--- config.mk ---
export PLATFORM = sky130hd
export DESIGN_NAME = rational_arithmetic_unit
export DESIGN_NICKNAME = d
export VERILOG_FILES = /design/src/sv/rau_pkg.sv /design/src/sv/rau_ctrl.sv /design/src/sv/rau_dp.sv /design/src/sv/rational_arithmetic_unit.sv
export VERILOG_INCLUDE_DIRS = /design/src /design/src/sv
export SDC_FILE = /design/constraint.sdc
export NUM_CORES = 2
export LEC_CHECK = 0
export BUFFER_PORTS_ARGS = -buffer_cell sky130_fd_sc_hd__buf_4
export CAP_MARGIN = 5
export CORE_UTILIZATION = 43
export CTS_BUF_LIST = sky130_fd_sc_hd__clkbuf_8
export CTS_CLUSTER_DIAMETER = 100
export DETAILED_ROUTE_END_ITERATION = 16
export SLEW_MARGIN = 10
export SYNTH_ARGS = -nofsm -noshare
export SYNTH_HDL_FRONTEND = slang
export SYNTH_SLANG_ARGS = --single-unit
--- constraint.sdc ---
create_clock -name clock -period 12.13 [get_ports clock]
set_clock_uncertainty 0.2 [all_clocks]
set_input_delay 2.426 -clock clock [delete_from_list [all_inputs] [get_ports clock]]
set_output_delay 2.426 -clock clock [all_outputs]
set_load 0.01 [all_outputs]
--- src/sv/rational_arithmetic_unit_assert.svh ---
// assertion macros shared by the rational arithmetic unit
`ifndef RATIONAL_ARITHMETIC_UNIT_ASSERT_SVH
`define RATIONAL_ARITHMETIC_UNIT_ASSERT_SVH

// implication checked on every clock unless reset
`define RAU_ASSERT_IMP(label, clk, rst, ante, cons, msg) \
   label: assert property (@(posedge clk) disable iff (rst) (ante) |-> (cons)) \
      else $error(msg);

// next-cycle implication
`define RAU_ASSERT_NEXT(label, clk, rst, ante, cons, msg) \
   label: assert property (@(posedge clk) disable iff (rst) (ante) |=> (cons)) \
      else $error(msg);

`endif

--- src/sv/rau_pkg.sv ---
`default_nettype none
package rau_pkg;

   localparam int unsigned DataWidth = 32;
   localparam int unsigned CntWidth  = 6;

   typedef logic [DataWidth-1:0] word_type;

   typedef enum logic [1:0] {
      FUNC_ADD = 2'd0,
      FUNC_SUB = 2'd1,
      FUNC_MUL = 2'd2,
      FUNC_DIV = 2'd3
   } func_type;

   typedef enum logic [3:0] {
      ST_IDLE,
      ST_MUL,
      ST_SUM,
      ST_GCD_SETUP,
      ST_GCD_DIV,
      ST_GCD_STEP,
      ST_RED_NUM,
      ST_RED_DEN,
      ST_MIXED,
      ST_MIX_DIV,
      ST_DONE
   } state_type;

   // divider operand selection
   typedef enum logic [1:0] {
      DSEL_GCD,
      DSEL_RED_NUM,
      DSEL_RED_DEN,
      DSEL_MIX
   } dsel_type;

   // controller to datapath
   typedef struct packed {
      logic     load;
      logic     mul;
      logic     sum;
      logic     gcd_setup;
      logic     div_start;
      dsel_type div_sel;
      logic     div_step;
      logic     gcd_step;
      logic     red_num;
      logic     red_den;
      logic     mix_eval;
      logic     mix_done;
   } cmd_type;

   // datapath to controller
   typedef struct packed {
      logic n_pos;
      logic b_zero;
      logic div_last;
      logic need_div;
   } status_type;

endpackage
`default_nettype wire

--- src/sv/rau_ctrl.sv ---
`default_nettype none
module rau_ctrl import rau_pkg::*; (
   input  wire logic       clock,
   input  wire logic       reset,
   input  wire logic       req_valid,
   output logic            req_stall,
   output logic            rsp_valid,
   input  wire logic       rsp_stall,
   output cmd_type         cmd,
   input  wire status_type sts
);

   state_type state_ff, state_in;
   logic      rsp_valid_ff, rsp_valid_in;

   always_ff @(posedge clock) begin
      if (reset) begin
         state_ff     <= ST_IDLE;
         rsp_valid_ff <= 1'b0;
      end else begin
         state_ff     <= state_in;
         rsp_valid_ff <= rsp_valid_in;
      end
   end

   assign rsp_valid = rsp_valid_ff;
   // new beat only once the previous result has gone or goes now
   assign req_stall = (state_ff != ST_IDLE) || (rsp_valid_ff && rsp_stall);

   always_comb begin
      state_in     = state_ff;
      rsp_valid_in = rsp_valid_ff && rsp_stall;
      cmd          = '0;
      cmd.div_sel  = DSEL_GCD;
      case (state_ff)
         ST_IDLE: begin
            if (req_valid && !req_stall) begin
               cmd.load = 1'b1;
               state_in = ST_MUL;
            end
         end
         ST_MUL: begin
            cmd.mul  = 1'b1;
            state_in = ST_SUM;
         end
         ST_SUM: begin
            cmd.sum  = 1'b1;
            state_in = ST_GCD_SETUP;
         end
         ST_GCD_SETUP: begin
            if (sts.n_pos) begin
               cmd.gcd_setup = 1'b1;
               state_in      = ST_GCD_STEP;
            end else begin
               state_in = ST_MIXED;
            end
         end
         ST_GCD_STEP: begin
            if (sts.b_zero) begin
               cmd.div_start = 1'b1;
               cmd.div_sel   = DSEL_RED_NUM;
               state_in      = ST_RED_NUM;
            end else begin
               cmd.div_start = 1'b1;
               cmd.div_sel   = DSEL_GCD;
               state_in      = ST_GCD_DIV;
            end
         end
         ST_GCD_DIV: begin
            cmd.div_step = 1'b1;
            if (sts.div_last) begin
               cmd.gcd_step = 1'b1;
               state_in     = ST_GCD_STEP;
            end
         end
         ST_RED_NUM: begin
            cmd.div_step = 1'b1;
            if (sts.div_last) begin
               cmd.red_num   = 1'b1;
               cmd.div_start = 1'b1;
               cmd.div_sel   = DSEL_RED_DEN;
               state_in      = ST_RED_DEN;
            end
         end
         ST_RED_DEN: begin
            cmd.div_step = 1'b1;
            if (sts.div_last) begin
               cmd.red_den = 1'b1;
               state_in    = ST_MIXED;
            end
         end
         ST_MIXED: begin
            cmd.mix_eval = 1'b1;
            if (sts.need_div) begin
               cmd.div_start = 1'b1;
               cmd.div_sel   = DSEL_MIX;
               state_in      = ST_MIX_DIV;
            end else begin
               state_in = ST_DONE;
            end
         end
         ST_MIX_DIV: begin
            cmd.div_step = 1'b1;
            if (sts.div_last) begin
               cmd.mix_done = 1'b1;
               state_in     = ST_DONE;
            end
         end
         ST_DONE: begin
            if (!(rsp_valid_ff && rsp_stall)) begin
               rsp_valid_in = 1'b1;
               state_in     = ST_IDLE;
            end
         end
         default: state_in = ST_IDLE;
      endcase
   end

endmodule
`default_nettype wire

--- src/sv/rau_dp.sv ---
`default_nettype none
module rau_dp import rau_pkg::*; #(
   parameter int unsigned OPERAND_WIDTH = 16
) (
   input  wire logic                     clock,
   input  wire cmd_type                  cmd,
   output status_type                    sts,
   input  wire logic [1:0]               req_func,
   input  wire logic signed [OPERAND_WIDTH-1:0] req_a_num,
   input  wire logic signed [OPERAND_WIDTH-1:0] req_a_den,
   input  wire logic signed [OPERAND_WIDTH-1:0] req_b_num,
   input  wire logic signed [OPERAND_WIDTH-1:0] req_b_den,
   output logic signed [DataWidth-1:0]   rsp_res_num,
   output logic signed [DataWidth-1:0]   rsp_res_den,
   output logic signed [DataWidth-1:0]   rsp_whole_part,
   output logic signed [DataWidth-1:0]   rsp_frac_rem,
   output logic                          rsp_den_zero
);

   localparam int unsigned PW = 2 * OPERAND_WIDTH;

   func_type func_ff;
   logic signed [OPERAND_WIDTH-1:0] an_ff, ad_ff, bn_ff, bd_ff;
   logic signed [PW-1:0] p0_ff, p1_ff, p2_ff;
   word_type n_ff, d_ff, whole_ff, rem_ff;
   logic     dz_ff;
   word_type ga_ff, gb_ff;
   // shared restoring divider, unsigned magnitudes
   word_type q_ff, r_ff, dvs_ff;
   logic [CntWidth-1:0] cnt_ff;
   logic     qneg_ff, rneg_ff;

   word_type p0w, p1w, p2w, dmag, div_a, div_b;
   logic [DataWidth:0] rtrial;
   word_type q_sh, q_res, r_res;
   logic     n_gt_d;

   function automatic word_type mag(input word_type v);
      mag = v[DataWidth-1] ? (~v + 1'b1) : v;
   endfunction

   assign p0w    = word_type'(p0_ff);
   assign p1w    = word_type'(p1_ff);
   assign p2w    = word_type'(p2_ff);
   assign dmag   = mag(d_ff);
   assign n_gt_d = $signed(n_ff) > $signed(d_ff);
   assign rtrial = {r_ff, q_ff[DataWidth-1]} - {1'b0, dvs_ff};
   assign q_sh   = {q_ff[DataWidth-2:0], ~rtrial[DataWidth]};
   assign q_res  = qneg_ff ? (~q_sh + 1'b1) : q_sh;
   assign r_res  = rtrial[DataWidth] ? {r_ff[DataWidth-2:0], q_ff[DataWidth-1]}
                                     : rtrial[DataWidth-1:0];

   always_comb begin
      case (cmd.div_sel)
         DSEL_GCD:     begin div_a = ga_ff; div_b = gb_ff; end
         DSEL_RED_NUM: begin div_a = n_ff;  div_b = ga_ff; end
         DSEL_RED_DEN: begin div_a = d_ff;  div_b = ga_ff; end
         default:      begin div_a = n_ff;  div_b = d_ff;  end
      endcase
   end

   assign sts.n_pos    = !n_ff[DataWidth-1] && (n_ff != '0);
   assign sts.b_zero   = (gb_ff == '0);
   assign sts.div_last = (cnt_ff == CntWidth'(DataWidth - 1));
   assign sts.need_div = (n_ff != d_ff) && n_gt_d && (d_ff != '0);

   always_ff @(posedge clock) begin
      if (cmd.load) begin
         func_ff <= func_type'(req_func);
         an_ff   <= req_a_num;
         ad_ff   <= req_a_den;
         bn_ff   <= req_b_num;
         bd_ff   <= req_b_den;
      end
      if (cmd.mul) begin
         p0_ff <= (func_ff == FUNC_MUL) ? an_ff * bn_ff : an_ff * bd_ff;
         p1_ff <= (func_ff == FUNC_DIV) ? ad_ff * bn_ff : ad_ff * bd_ff;
         p2_ff <= ad_ff * bn_ff;
      end
      if (cmd.sum) begin
         case (func_ff)
            FUNC_ADD: n_ff <= p0w + p2w;
            FUNC_SUB: n_ff <= p0w - p2w;
            default:  n_ff <= p0w;
         endcase
         d_ff <= p1w;
      end
      if (cmd.gcd_setup) begin
         ga_ff <= n_ff;
         gb_ff <= dmag;
      end
      if (cmd.div_start) begin
         q_ff    <= mag(div_a);
         r_ff    <= '0;
         dvs_ff  <= mag(div_b);
         cnt_ff  <= '0;
         qneg_ff <= div_a[DataWidth-1] ^ div_b[DataWidth-1];
         rneg_ff <= div_a[DataWidth-1];
      end else if (cmd.div_step) begin
         q_ff   <= q_sh;
         r_ff   <= r_res;
         cnt_ff <= cnt_ff + 1'b1;
      end
      if (cmd.gcd_step) begin
         ga_ff <= gb_ff;
         gb_ff <= r_res;
      end
      if (cmd.red_num) n_ff <= q_res;
      if (cmd.red_den) d_ff <= q_res;
      if (cmd.mix_eval) begin
         if (n_ff == d_ff) begin
            whole_ff <= word_type'(1);
            rem_ff   <= '0;
            dz_ff    <= 1'b0;
         end else if (n_gt_d) begin
            whole_ff <= '0;
            rem_ff   <= '0;
            dz_ff    <= (d_ff == '0);
         end else begin
            whole_ff <= '0;
            rem_ff   <= n_ff;
            dz_ff    <= 1'b0;
         end
      end
      if (cmd.mix_done) begin
         whole_ff <= q_res;
         rem_ff   <= rneg_ff ? (~r_res + 1'b1) : r_res;
      end
   end

   assign rsp_res_num    = n_ff;
   assign rsp_res_den    = d_ff;
   assign rsp_whole_part = whole_ff;
   assign rsp_frac_rem   = rem_ff;
   assign rsp_den_zero   = dz_ff;

endmodule
`default_nettype wire

--- src/sv/rational_arithmetic_unit.sv ---
// channel | direction | handshake            | payload
// req     | in        | req_valid/req_stall  | func, a_num, a_den, b_num, b_den
// rsp     | out       | rsp_valid/rsp_stall  | res_num, res_den, whole_part, frac_rem, den_zero
// one beat at a time: load, products, then sum, then euclid gcd where each
// remainder takes one restoring divide on the shared divider, two more divides
// to reduce, and one for the mixed form when it needs a divide; a numerator that
// is not positive skips gcd and reduction; the next beat can be taken while
// rsp_valid is high if rsp_stall is low
// reset is synchronous and clears only the controller state and rsp_valid
// a result waits in the output registers while rsp_stall is high
`default_nettype none
`include "rational_arithmetic_unit_assert.svh"
module rational_arithmetic_unit import rau_pkg::*; #(
   parameter int unsigned OPERAND_WIDTH = 16
) (
   input  wire logic                            clock,
   input  wire logic                            reset,
   input  wire logic                            req_valid,
   output logic                                 req_stall,
   input  wire logic [1:0]                      req_func,
   input  wire logic signed [OPERAND_WIDTH-1:0] req_a_num,
   input  wire logic signed [OPERAND_WIDTH-1:0] req_a_den,
   input  wire logic signed [OPERAND_WIDTH-1:0] req_b_num,
   input  wire logic signed [OPERAND_WIDTH-1:0] req_b_den,
   output logic                                 rsp_valid,
   input  wire logic                            rsp_stall,
   output logic signed [DataWidth-1:0]          rsp_res_num,
   output logic signed [DataWidth-1:0]          rsp_res_den,
   output logic signed [DataWidth-1:0]          rsp_whole_part,
   output logic signed [DataWidth-1:0]          rsp_frac_rem,
   output logic                                 rsp_den_zero
);

   cmd_type    cmd;
   status_type sts;

   // sequencer: walks products, gcd loop, reduction and mixed form
   rau_ctrl u_ctrl (
      .clock     (clock),
      .reset     (reset),
      .req_valid (req_valid),
      .req_stall (req_stall),
      .rsp_valid (rsp_valid),
      .rsp_stall (rsp_stall),
      .cmd       (cmd),
      .sts       (sts)
   );

   // multipliers, gcd registers and shared divider
   rau_dp #(.OPERAND_WIDTH(OPERAND_WIDTH)) u_dp (
      .clock          (clock),
      .cmd            (cmd),
      .sts            (sts),
      .req_func       (req_func),
      .req_a_num      (req_a_num),
      .req_a_den      (req_a_den),
      .req_b_num      (req_b_num),
      .req_b_den      (req_b_den),
      .rsp_res_num    (rsp_res_num),
      .rsp_res_den    (rsp_res_den),
      .rsp_whole_part (rsp_whole_part),
      .rsp_frac_rem   (rsp_frac_rem),
      .rsp_den_zero   (rsp_den_zero)
   );

   // a held result keeps its numerator and whole part
   `RAU_ASSERT_NEXT(a_rsp_hold, clock, reset, rsp_valid && rsp_stall,
      rsp_valid && $stable(rsp_res_num) && $stable(rsp_whole_part), "result changed while held")
   // no new beat taken while a result is held
   `RAU_ASSERT_IMP(a_no_accept, clock, reset, rsp_valid && rsp_stall, req_stall,
      "input accepted over a held result")
   // den_zero only with zeroed mixed fields
   `RAU_ASSERT_IMP(a_dz_zero, clock, reset, rsp_valid && rsp_den_zero,
      (rsp_whole_part == '0) && (rsp_frac_rem == '0), "den_zero with nonzero mixed form")
   // an accepted beat starts the sequencer
   `RAU_ASSERT_NEXT(a_busy, clock, reset, req_valid && !req_stall, req_stall,
      "not busy after accept")

endmodule
`default_nettype wire
==> metrics.md <==
| Metric | Value |
|---|---|
| Least-Margin Pin Slew | 1242 ps |
| Die width | 397.7 um |
| Wire length after detailed routing | 201600 um |
| Most frequent CP cell | fa_1 |
| Slowest-stage cell, CP | edfxtp_1 |
| Mapped Cells | 7285 |
| Remaining DRCs | 0 |
| Initial antenna violation count | 7 |
| Sequential share of the synthesized area | 0.2005 |
| Vias in the first global route | 54390 |
| Max-cap violations | 0 |
| Setup repair bufs after CTS | 0 |
| WL met2 | 98460 um |
| CP peak stage delay | 870 ps |
| Hold WS | 291.2 ps |
| F_max | 121.7 MHz |
| Vias per inst | 5.419 |
| Bufs on Longest Clock Path | 3 |
| Endpoints failing setup | 0 |
| CP Launch Type | flop |
| Synth warnings | 0 |
| Total number of vias | 51300 |
| Post-CTS resize count | 0 |
| Core box area | 154800 um^2 |
| Post-Place Cell Area | 70970 um^2 |
| Final setup margin | 3911 ps |
| Total track usage | 0.2603 |
| Net count after synthesis | 8838 |
| Async set-reset flop share out of synthesis | 0 |
| Remaining Overflow, GRT | 0 |
| Clock root buffer | clkbuf_8 |
| Wire length per cell | 21.29 um |
| Number of synthesized flops with an enable pin | 421 |
| Worst slew margin | 0.1719 |
| Syn_area_per_cell | 9.243 um^2 |
| Chip height | 397.7 um |
| Commonest non-fill, non-tap cells in the layout | inv_1, fa_1, nand2_1 |
| First-pass GRT wire length | 316300 um |
| Sinks on Clock Net | 464 |
| IO buf count | 200 |
| Antenna Violating Nets Remaining | 0 |
| Post-Syn Area | 67340 um^2 |
| Final #Nets | 8899 |
| Hold Vio Cnt, Final | 0 |
| Share of cells above drive strength 1 | 0.07264 |
| RSZ-0062 raised after global routing | false |
| Clock transition at the registers of the reported paths | 70 ps |
| Initial Util | 0.4351 |
| Largest net degree at the start of global routing | 83 |
| Slew Viols, Final | 0 |
| Tmin final | 8219 ps |
| Routability cong. | 0.9149 |
| Skew-Pair Late Insertion Delay | 870 ps |
| Flops & latches, synth | 464 |
| Final instance area | 72780 um^2 |
| Met1 wire length | 83160 um |
| Cell-by-cell trace of the critical path | buf_4, and2_1, fa_1, inv_1, fa_1, fa_1, fa_1, inv_1, fa_1, fa_1, ha_1, a21o_1, a21o_1, a21oi_1, o21ai_0, a211oi_1, a22oi_1, a221o_1, nor3_1, o21bai_1, o41ai_1, xor2_1, a21oi_1 |
| Cts hold-fix bufs | 0 |
| Worst hold-check path type | flop to flop |
| Fin crit share | 0.6776 |
| Num rows | 144 |
| Final TNS setup | 0 ps |
| Most common cell after layout, fill and taps aside | inv_1 |
| Reg2reg setup slack | 3910 ps |
| Die area | 158200 um^2 |
| DR iter-0 viols | 3762 |
| IO Pins | 201 |
| Top layer in use | met5 |
| CTS H-Tree Depth | 3 |
| Fill count | 14850 |
| TritonCTS clock tree | yes |
| Status | finished clean |
| Data required, critical path | 12480 ps |
| Critical Path End Type | flop |
| Layout area overhead | 8.079% |
| CP Data Arrival Time | 8560 ps |
| Yosys cell types | 104 |
| Max FO, Critical Path | 17 |
| Hpwl dp | 155400 um |
| Place WS | 4110 ps |
| Met3 Wirelength | 11910 um |
| DR pass1 iterations | 5 |
| Main synth FF type | edfxtp_1 |
| Setup CP Type | flop to flop |
| CTS buffer count | 95 |
## layer usage
layer	vias to the layer above	track usage
met3	349	0.03457
met4	2	0.09657
met2	1724	0.4507
met1	25810	0.3304
li1	23420	-
met5	-	0
## cells in the mapped netlist, types with 27 or more instances
| library cell | instances | area (um^2) |
|---|---|---|
| inv_1 | 1257 | 4718 |
| fa_1 | 1050 | 21020 |
| nand2_1 | 916 | 3438 |
| and2_1 | 506 | 3166 |
| ha_1 | 433 | 5418 |
| edfxtp_1 | 421 | 12640 |
| nor2_1 | 359 | 1348 |
| clkbuf_1 | 318 | 1194 |
| a21oi_1 | 313 | 1567 |
| o21ai_0 | 313 | 1567 |
| xnor2_1 | 227 | 1988 |
| xor2_1 | 139 | 1217 |
| a21o_1 | 79 | 593.1 |
| nor3_1 | 74 | 370.4 |
| nand2b_1 | 55 | 344.1 |
| nand3_1 | 55 | 275.3 |
| dfxtp_1 | 43 | 860.8 |
| a22oi_1 | 42 | 315.3 |
| a211oi_1 | 41 | 307.8 |
| mux2i_1 | 40 | 400.4 |
| o31ai_1 | 40 | 300.3 |
| and3_1 | 36 | 225.2 |
| nand4_1 | 32 | 200.2 |
| nor4_1 | 31 | 193.9 |
| o21ai_1 | 28 | 140.1 |
| a31oi_1 | 27 | 168.9 |
| or3_1 | 27 | 168.9 |
## path summary, 6_finish.rpt
check / startpoint / to / cells past startpoint
worst max-delay path: u_dp.bd_ff[6] / u_dp.p0_ff[30] / 23
worst min-delay path: u_dp.r_ff[30] / u_dp.r_ff[30] / 2
worst max register to register: u_dp.bd_ff[6] / u_dp.p0_ff[30] / 23
worst min register to register: u_dp.r_ff[30] / u_dp.r_ff[30] / 2
## layout make-up
type	instances	area, um^2	share of cell area
clock inverters	70	406.6	0.005587
multi-input cells	5209	47820	0.6571
repair buffers	313	2350	0.03229
clock buffers	101	1390	0.01910
flip-flops and latches	464	13500	0.1855
diodes	4	10.01	0.0001375
well taps	2044	2557	0.03514
inverters	1263	4742	0.06516
## per-stage QoR
stage          instances    util
2_1_floorplan       7285       -
3_3_place_gp        9293  0.4586
3_5_place_dp        9293  0.4586
4_1_cts             9464  0.4702
5_1_grt             9468  0.4702
6_report            9468  0.4702
## worst max-delay path: cells and delay by family (launching register included)
kind	cells	cell delay [ps]
simple gates	2	400
flops	1	870
compound gates	10	2580
xor+xnor	1	180
buf+inv	3	490
fa+ha+maj	7	3160
## cell families (layout without fill, tap and decap cells)
kind of cell | after synthesis | count (layout) | synth area share
flip-flops | 464 | 464 | 0.2005
XOR/XNOR | 366 | 366 | 0.04760
multiplexers | 53 | 53 | 0.008157
adder cells (fa/ha/maj) | 1483 | 1483 | 0.3926
buffers and inverters | 1612 | 1747 | 0.09043
AO/OA/AOI/OAI | 1105 | 1105 | 0.1030
other | 0 | 4 | 0
AND/OR/NAND/NOR | 2202 | 2202 | 0.1577
Power is not shown: default switching activity piles up to over one toggle a cycle in this logic, so the estimate is an artifact.
